===== src/design/bddv_pkg.sv =====
// shared types and codes for the bounded deque with delete by value
// no dependencies
package bddv_pkg;

	localparam int VALUE_W = 32;

	// command codes carried on s_tuser
	localparam logic [1:0] CMD_INS_FRONT = 2'd0;
	localparam logic [1:0] CMD_INS_BACK  = 2'd1;
	localparam logic [1:0] CMD_DELETE    = 2'd2;
	localparam logic [1:0] CMD_DUMP      = 2'd3;

	// status codes carried on m_tuser
	localparam logic [1:0] STATUS_OK       = 2'd0;
	localparam logic [1:0] STATUS_FULL     = 2'd1;
	localparam logic [1:0] STATUS_EMPTY    = 2'd2;
	localparam logic [1:0] STATUS_NOTFOUND = 2'd3;

	typedef enum logic {
		S_IDLE,
		S_DUMP
	} state_t;

	typedef enum logic [2:0] {
		CM_HOLD,
		CM_PUSH_FRONT,
		CM_PUSH_BACK,
		CM_DELETE,
		CM_ROTATE
	} chain_mode_t;

	// broadcast to every cell of the chain
	typedef struct packed {
		chain_mode_t               mode;
		logic signed [VALUE_W-1:0] bus;
	} chain_ctrl_t;

endpackage


===== src/design/bounded_deque_delete_by_value.sv =====
// bounded ordered list of signed words kept in a chain of cells, front in cell 0
// a result is registered as the word is taken; a dump's first result in the next cycle
// one command at a time; a dump then gives one result per cycle while the output is taken
// and the chain rotates; insert, delete and an empty dump give only the one result
// reset: arst_n clears occupancy, sequencer state and output valid; cells are not reset
// depends on bddv_pkg, bddv_cell, bddv_ctrl
module bounded_deque_delete_by_value #(
	parameter int CAPACITY = 16
) (
	input  logic                                       clk,
	input  logic                                       arst_n,
	input  logic                                       s_tvalid,
	output logic                                       s_tready,
	input  logic [31:0]                                s_tdata,  // operand_value
	input  logic [1:0]                                 s_tuser,  // command
	output logic                                       m_tvalid,
	input  logic                                       m_tready,
	// result_value, entry_count, zero fill
	output logic [((32 + $clog2(CAPACITY + 1) + 7) / 8) * 8 - 1:0] m_tdata,
	output logic [1:0]                                 m_tuser,  // status
	output logic                                       m_tlast   // last_of_run
);
	import bddv_pkg::*;

	localparam int CW  = $clog2(CAPACITY + 1);
	localparam int TDW = ((VALUE_W + CW + 7) / 8) * 8;
	localparam int PAD = TDW - VALUE_W - CW;

	chain_ctrl_t               ctrl;
	logic [CW-1:0]             occupancy;
	logic signed [VALUE_W-1:0] cell_value [CAPACITY];
	logic                      cell_match [CAPACITY];
	logic signed [VALUE_W-1:0] result_value;
	logic [CW-1:0]             entry_count;

	for (genvar i = 0; i < CAPACITY; i++) begin : g_cell
		logic signed [VALUE_W-1:0] left_value;
		logic signed [VALUE_W-1:0] right_value;
		logic                      match_in;

		if (i == 0) begin : g_head
			assign left_value = ctrl.bus;
			assign match_in   = 1'b0;
		end else begin : g_body
			assign left_value = cell_value[i-1];
			assign match_in   = cell_match[i-1];
		end
		if (i == CAPACITY - 1) begin : g_end
			assign right_value = ctrl.bus;
		end else begin : g_mid
			assign right_value = cell_value[i+1];
		end

		bddv_cell u_cell (
			.clk         (clk),
			.ctrl        (ctrl),
			.valid       (occupancy > CW'(i)),
			.tail        (occupancy == CW'(i + 1)),
			.append      (occupancy == CW'(i)),
			.left_value  (left_value),
			.right_value (right_value),
			.match_in    (match_in),
			.value       (cell_value[i]),
			.match_out   (cell_match[i])
		);
	end

	bddv_ctrl #(
		.CAPACITY (CAPACITY),
		.CW       (CW)
	) u_ctrl (
		.clk           (clk),
		.arst_n        (arst_n),
		.s_tvalid      (s_tvalid),
		.s_tready      (s_tready),
		.command       (s_tuser),
		.operand_value (s_tdata),
		.found         (cell_match[CAPACITY-1]),
		.front_value   (cell_value[0]),
		.ctrl          (ctrl),
		.occupancy     (occupancy),
		.m_tvalid      (m_tvalid),
		.m_tready      (m_tready),
		.status        (m_tuser),
		.result_value  (result_value),
		.entry_count   (entry_count),
		.last_of_run   (m_tlast)
	);

	assign m_tdata = {{PAD{1'b0}}, entry_count, result_value};

endmodule


===== src/design/bddv_cell.sv =====
// one storage cell of the ordered chain: holds one entry, compares it
// against the broadcast value and takes a neighbor's entry on a shift
// depends on bddv_pkg
module bddv_cell (
	input  logic                                 clk,
	input  bddv_pkg::chain_ctrl_t                ctrl,
	input  logic                                 valid,
	input  logic                                 tail,
	input  logic                                 append,
	input  logic signed [bddv_pkg::VALUE_W-1:0]  left_value,
	input  logic signed [bddv_pkg::VALUE_W-1:0]  right_value,
	input  logic                                 match_in,
	output logic signed [bddv_pkg::VALUE_W-1:0]  value,
	output logic                                 match_out
);
	import bddv_pkg::*;

	logic signed [VALUE_W-1:0] value_q;
	logic signed [VALUE_W-1:0] value_d;
	logic                      hit;

	assign hit       = valid && (value_q == ctrl.bus);
	assign match_out = match_in | hit;
	assign value     = value_q;

	always_comb begin
		case (ctrl.mode)
			CM_PUSH_FRONT: value_d = left_value;
			CM_PUSH_BACK:  value_d = append ? ctrl.bus : value_q;
			// every cell at or after the first match closes the gap
			CM_DELETE:     value_d = match_out ? right_value : value_q;
			// front word wraps to the tail
			CM_ROTATE:     value_d = tail ? ctrl.bus : right_value;
			default:       value_d = value_q;
		endcase
	end

	always_ff @(posedge clk) begin
		value_q <= value_d;
	end

endmodule


===== src/design/bddv_ctrl.sv =====
// command sequencer: occupancy, dump counter, output register and the
// control broadcast to the cell chain
// depends on bddv_pkg
module bddv_ctrl #(
	parameter int CAPACITY = 16,
	parameter int CW       = 5
) (
	input  logic                                 clk,
	input  logic                                 arst_n,
	input  logic                                 s_tvalid,
	output logic                                 s_tready,
	input  logic [1:0]                           command,
	input  logic signed [bddv_pkg::VALUE_W-1:0]  operand_value,
	input  logic                                 found,
	input  logic signed [bddv_pkg::VALUE_W-1:0]  front_value,
	output bddv_pkg::chain_ctrl_t                ctrl,
	output logic [CW-1:0]                        occupancy,
	output logic                                 m_tvalid,
	input  logic                                 m_tready,
	output logic [1:0]                           status,
	output logic signed [bddv_pkg::VALUE_W-1:0]  result_value,
	output logic [CW-1:0]                        entry_count,
	output logic                                 last_of_run
);
	import bddv_pkg::*;

	state_t                    state_q, state_d;
	logic [CW-1:0]             occ_q, occ_d;
	logic [CW-1:0]             rem_q, rem_d;
	logic                      m_tvalid_q;
	logic [1:0]                status_q;
	logic signed [VALUE_W-1:0] value_q;
	logic [CW-1:0]             count_q;
	logic                      last_q;

	logic                      out_free;
	logic                      accept;
	logic                      is_full;
	logic                      is_empty;
	logic                      dump_last;
	logic                      out_load;
	logic [1:0]                out_status;
	logic signed [VALUE_W-1:0] out_value;
	logic [CW-1:0]             out_count;
	logic                      out_last;

	assign out_free  = !m_tvalid_q || m_tready;
	assign s_tready  = (state_q == S_IDLE) && out_free;
	assign accept    = s_tvalid && s_tready;
	assign is_full   = (occ_q == CW'(CAPACITY));
	assign is_empty  = (occ_q == '0);
	assign dump_last = (rem_q == CW'(1));

	// next state
	always_comb begin
		state_d = state_q;
		case (state_q)
			S_IDLE: begin
				if (accept && command == CMD_DUMP && !is_empty)
					state_d = S_DUMP;
			end
			S_DUMP: begin
				if (out_free && dump_last)
					state_d = S_IDLE;
			end
			default: state_d = S_IDLE;
		endcase
	end

	// outputs and datapath control
	always_comb begin
		ctrl.mode  = CM_HOLD;
		ctrl.bus   = operand_value;
		occ_d      = occ_q;
		rem_d      = rem_q;
		out_load   = 1'b0;
		out_status = STATUS_OK;
		out_value  = operand_value;
		out_count  = occ_q;
		out_last   = 1'b1;
		case (state_q)
			S_IDLE: begin
				if (accept) begin
					case (command)
						CMD_INS_FRONT, CMD_INS_BACK: begin
							out_load = 1'b1;
							if (is_full) begin
								out_status = STATUS_FULL;
							end else begin
								ctrl.mode = (command == CMD_INS_FRONT) ?
									CM_PUSH_FRONT : CM_PUSH_BACK;
								occ_d     = occ_q + CW'(1);
							end
						end
						CMD_DELETE: begin
							out_load = 1'b1;
							if (is_empty) begin
								out_status = STATUS_EMPTY;
							end else if (!found) begin
								out_status = STATUS_NOTFOUND;
							end else begin
								ctrl.mode = CM_DELETE;
								occ_d     = occ_q - CW'(1);
							end
						end
						default: begin
							if (is_empty) begin
								out_load   = 1'b1;
								out_status = STATUS_EMPTY;
								out_value  = '0;
							end else begin
								rem_d = occ_q;
							end
						end
					endcase
					out_count = occ_d;
				end
			end
			S_DUMP: begin
				ctrl.bus  = front_value;
				out_value = front_value;
				out_last  = dump_last;
				if (out_free) begin
					ctrl.mode = CM_ROTATE;
					out_load  = 1'b1;
					rem_d     = rem_q - CW'(1);
				end
			end
			default: ;
		endcase
	end

	always_ff @(posedge clk or negedge arst_n) begin
		if (!arst_n) begin
			state_q    <= S_IDLE;
			occ_q      <= '0;
			rem_q      <= '0;
			m_tvalid_q <= 1'b0;
		end else begin
			state_q <= state_d;
			occ_q   <= occ_d;
			rem_q   <= rem_d;
			if (out_load)
				m_tvalid_q <= 1'b1;
			else if (m_tready)
				m_tvalid_q <= 1'b0;
		end
	end

	always_ff @(posedge clk) begin
		if (out_load) begin
			status_q <= out_status;
			value_q  <= out_value;
			count_q  <= out_count;
			last_q   <= out_last;
		end
	end

	assign occupancy    = occ_q;
	assign m_tvalid     = m_tvalid_q;
	assign status       = status_q;
	assign result_value = value_q;
	assign entry_count  = count_q;
	assign last_of_run  = last_q;

endmodule

===== config.mk =====
export PLATFORM = sky130hd
export DESIGN_NAME = bounded_deque_delete_by_value
export DESIGN_NICKNAME = d
export VERILOG_FILES = /design/src/design/bddv_pkg.sv /design/src/design/bounded_deque_delete_by_value.sv /design/src/design/bddv_cell.sv /design/src/design/bddv_ctrl.sv
export SDC_FILE = /design/constraint.sdc
export NUM_CORES = 2
export LEC_CHECK = 0
export BUFFER_PORTS_ARGS = -buffer_cell sky130_fd_sc_hd__buf_2
export CORE_UTILIZATION = 30
export DETAILED_ROUTE_END_ITERATION = 6
export HOLD_SLACK_MARGIN = 0.15
export PLACE_DENSITY = 0.54
export SETUP_SLACK_MARGIN = 0.15
export SKIP_CTS_REPAIR_TIMING = 1
export SLEW_MARGIN = 20
export SYNTH_ARGS = -nofsm -noshare
export SYNTH_HDL_FRONTEND = slang
export SYNTH_HIERARCHICAL = 1
export SYNTH_SLANG_ARGS = --single-unit

===== constraint.sdc =====
create_clock -name clk -period 18.35 [get_ports clk]
set_input_delay 0.9175 -clock clk [delete_from_list [all_inputs] [get_ports clk]]
set_output_delay 0.9175 -clock clk [all_outputs]
set_load 0.1 [all_outputs]

==> results.cfg <==
[floorplan]
top_level_ports = 83
die_height_um = 337.9
initial_core_util = 0.3042
design.die.area_sq_um = 114200
floorplan.core_area_sq_um = 111300
die_width_um = 337.9
row_count = 122

[routing]
antenna_left = 0
avgRoutedWirePerCell_um = 20.73
detailroute.via_count = 24110
drtPass1Iterations = 7
route.detailed.vias_per_inst = 5.436
drc_errors = 88
postRouteWirelength_mm = 91.96
drt_iter0_drc = 3353

[finish]
final_common_cell = edfxtp_1
layout.filler_cells = 11060
drive_gt1_frac = 0.1320
design.final.nets = 2941
most-common-layout-cells = edfxtp_1, inv_1, a222oi_1, xnor2_1, nand4_1
syn2layout_area_growth_pct = 10.79

[synth]
synth_top_cell_by_area = edfxtp_1
netlist_area_before_placement_sq_um = 33850
synth_top_cells_by_area = edfxtp_1, a222oi_1, xnor2_1, inv_1, nand4_1
synth.distinct_cells = 61
synth-edff-count = 552
synth.ff_latch_count = 564
synth_cells = 2872
ys_dominant_reg_cell = edfxtp_1
post_synth.cell_area_avg_sq_um = 11.79
async_flop_share = 0.02128
netlist.area_leader.share = 0.4896
yosysSeqAreaShare = 0.4985
yosysWarningCount = 6

[sta]
timing.final.hold_violations = 0
worst_pin_slew_ns = 1.093
slew_headroom = 0.2716
setup-violations-final = 0
fin_tns_setup_ns = 0
drv_slew = 0
rsz0062_at_grt = false
fin_skew_ns = 0.02269
max_clock_freq_mhz = 116.7
finalCritPeriodShare = 0.4670
finalCriticalPeriod_ns = 8.570

[run_status]
outcome = complete, but fails checks
violated_checks = design-rule violations

[placement]
hpwlAfterDp_mm = 66.74
routabilityCongestion = 0.7948
place.port_buffers = 79

[critical_path]
critPathMostFrequentCell = a31o_2
setup.worst_path.class = register to register
cp_top_family = compound AO/OA/AOI/OAI gates
timing.reg2reg.setup_slack_ns = 9.78
path_buf_inv = 3
cp_required_ns = 18.83
critical_path.endpoint_type = register
worst_ep_arrival_time_ns = 9.05
setup.worst_path.start_class = register
slowest_cell_on_the_critical_path = mux2_2
crit_path_max_incr_delay_ns = 0.85
critical_path_peak_fanout = 80

[clocking]
numClockSinks = 564
tritoncts = done
clock_transition_at_path_regs_ns = 0.06
ctsLongestPathBuffers = 3
cts_inserted_buffers = 68
clockRootBuffer = clkbuf_16
ctsHtreeMaxLevel = 3
clk_latency_ns = 0.62

[grt]
maximum_number_of_pins_on_one_net_before_global_route_repair = 81
global_route.overflow_total = 0
grt_util_all_layers = 0.1573
grt_pass1_wl_mm = 142.4
grt_pass1_vias = 23790
antenna_found_initial = 0

[run]
max-cap-violations = 0

[worst_hold_path]
timing.hold.worst.class = primary input to async pin
## per-stage QoR
step	utilization	hold WS [ns]	cells	setup slack, ns	cell area, sq um
2_1_floorplan	-	0.4704	2875	4.759	33870
3_3_place_gp	0.3185	0.4988	4317	9.910	35440
6_report	0.3371	0.1866	4435	9.780	37510
3_5_place_dp	0.3185	0.5057	4317	9.805	35440
5_1_grt	0.3370	0.1924	4434	9.377	37500
4_1_cts	0.3370	0.1668	4434	9.804	37500
## flip-flops by register name, indices dropped and copies added (netlist names)
register,cells
g_cell.u_cell/value,512
u_ctrl/result_value,32
u_ctrl/entry_count,5
u_ctrl/occupancy,5
u_ctrl/rem_q,5
u_ctrl/status,2
u_ctrl/last_of_run,1
u_ctrl/m_tvalid,1
u_ctrl/state_q,1
## worst reg2reg max path, delay by kind of cell, from the launching register on
kind,cells,cell delay [ns]
AOI/OAI and AO/OA,18,4.14
xor gates and xnor gates,1,0.17
buffers and inverters,3,0.93
DFF,1,0.50
muxes,1,0.89
and+or+nand+nor,6,1.83
## logic make-up after synthesis
logic type | Yosys count | share of synthesized area
AOI/OAI and AO/OA | 681 | 0.1926
muxes | 32 | 0.01064
adders and majority gates | 4 | 0.001478
DFF | 564 | 0.4985
buffers and inverters | 711 | 0.09483
xor gates and xnor gates | 513 | 0.1327
other | 1 | 0.0001108
and+or+nand+nor | 366 | 0.06911
## cell type report
type | count | area, sq um | share of cell area
clock inverters | 29 | 226.5 | 0.006038
flip-flops and latches | 564 | 16880 | 0.4500
clock buffers | 88 | 1839 | 0.04904
multi-input cells | 1600 | 13920 | 0.3713
diodes | 1 | 2.502 | 0.00006672
inverters | 538 | 2019 | 0.05384
repair buffers | 127 | 755.7 | 0.02015
well taps | 1488 | 1862 | 0.04964
## metal layers
layer  GRT usage  vias up  wire length, um  share of wire
met1      0.2029    11940            40550           0.44
li1            -    11320                -              -
met2      0.2669      735            43750           0.48
met3     0.02071      111             4704          0.051
met5           0        -                0              0
met4     0.05959        0             2954          0.032
## Yosys cell counts (6+ instances only)
library cell,instances
nor2_2,20
nor2b_2,16
a22o_4,16
o211a_1,16
buf_2,112
and2b_4,16
o21ai_0,32
nor3_1,23
nand2_1,39
mux2_2,32
nand4_1,97
clkbuf_1,6
and3_1,17
a31o_2,17
o21a_1,32
nand3_1,21
xor2_1,64
a21oi_1,22
nor2b_4,17
edfxtp_1,552
a222oi_1,512
nor2_1,32
dfrtp_1,12
xnor2_1,449
buf_6,52
nand2b_1,7
a211o_1,16
nor4_1,34
inv_1,537
## path summary, 6_finish.rpt
check | start | endpoint | depth (start not counted)
setup / recovery | u_ctrl/state_q | g_cell[12].u_cell/value[29] | 29
hold / removal | arst_n | u_ctrl/occupancy[3] | 1
setup reg to reg | u_ctrl/state_q | g_cell[12].u_cell/value[29] | 29
hold reg to reg | u_ctrl/rem_q[1] | u_ctrl/rem_q[1] | 2
max in group asynchronous | arst_n | u_ctrl/state_q | 1
min in group clk | u_ctrl/rem_q[1] | u_ctrl/rem_q[1] | 2
Power is not shown: default switching activity piles up to over one toggle a cycle in this logic, so the estimate is an artifact.
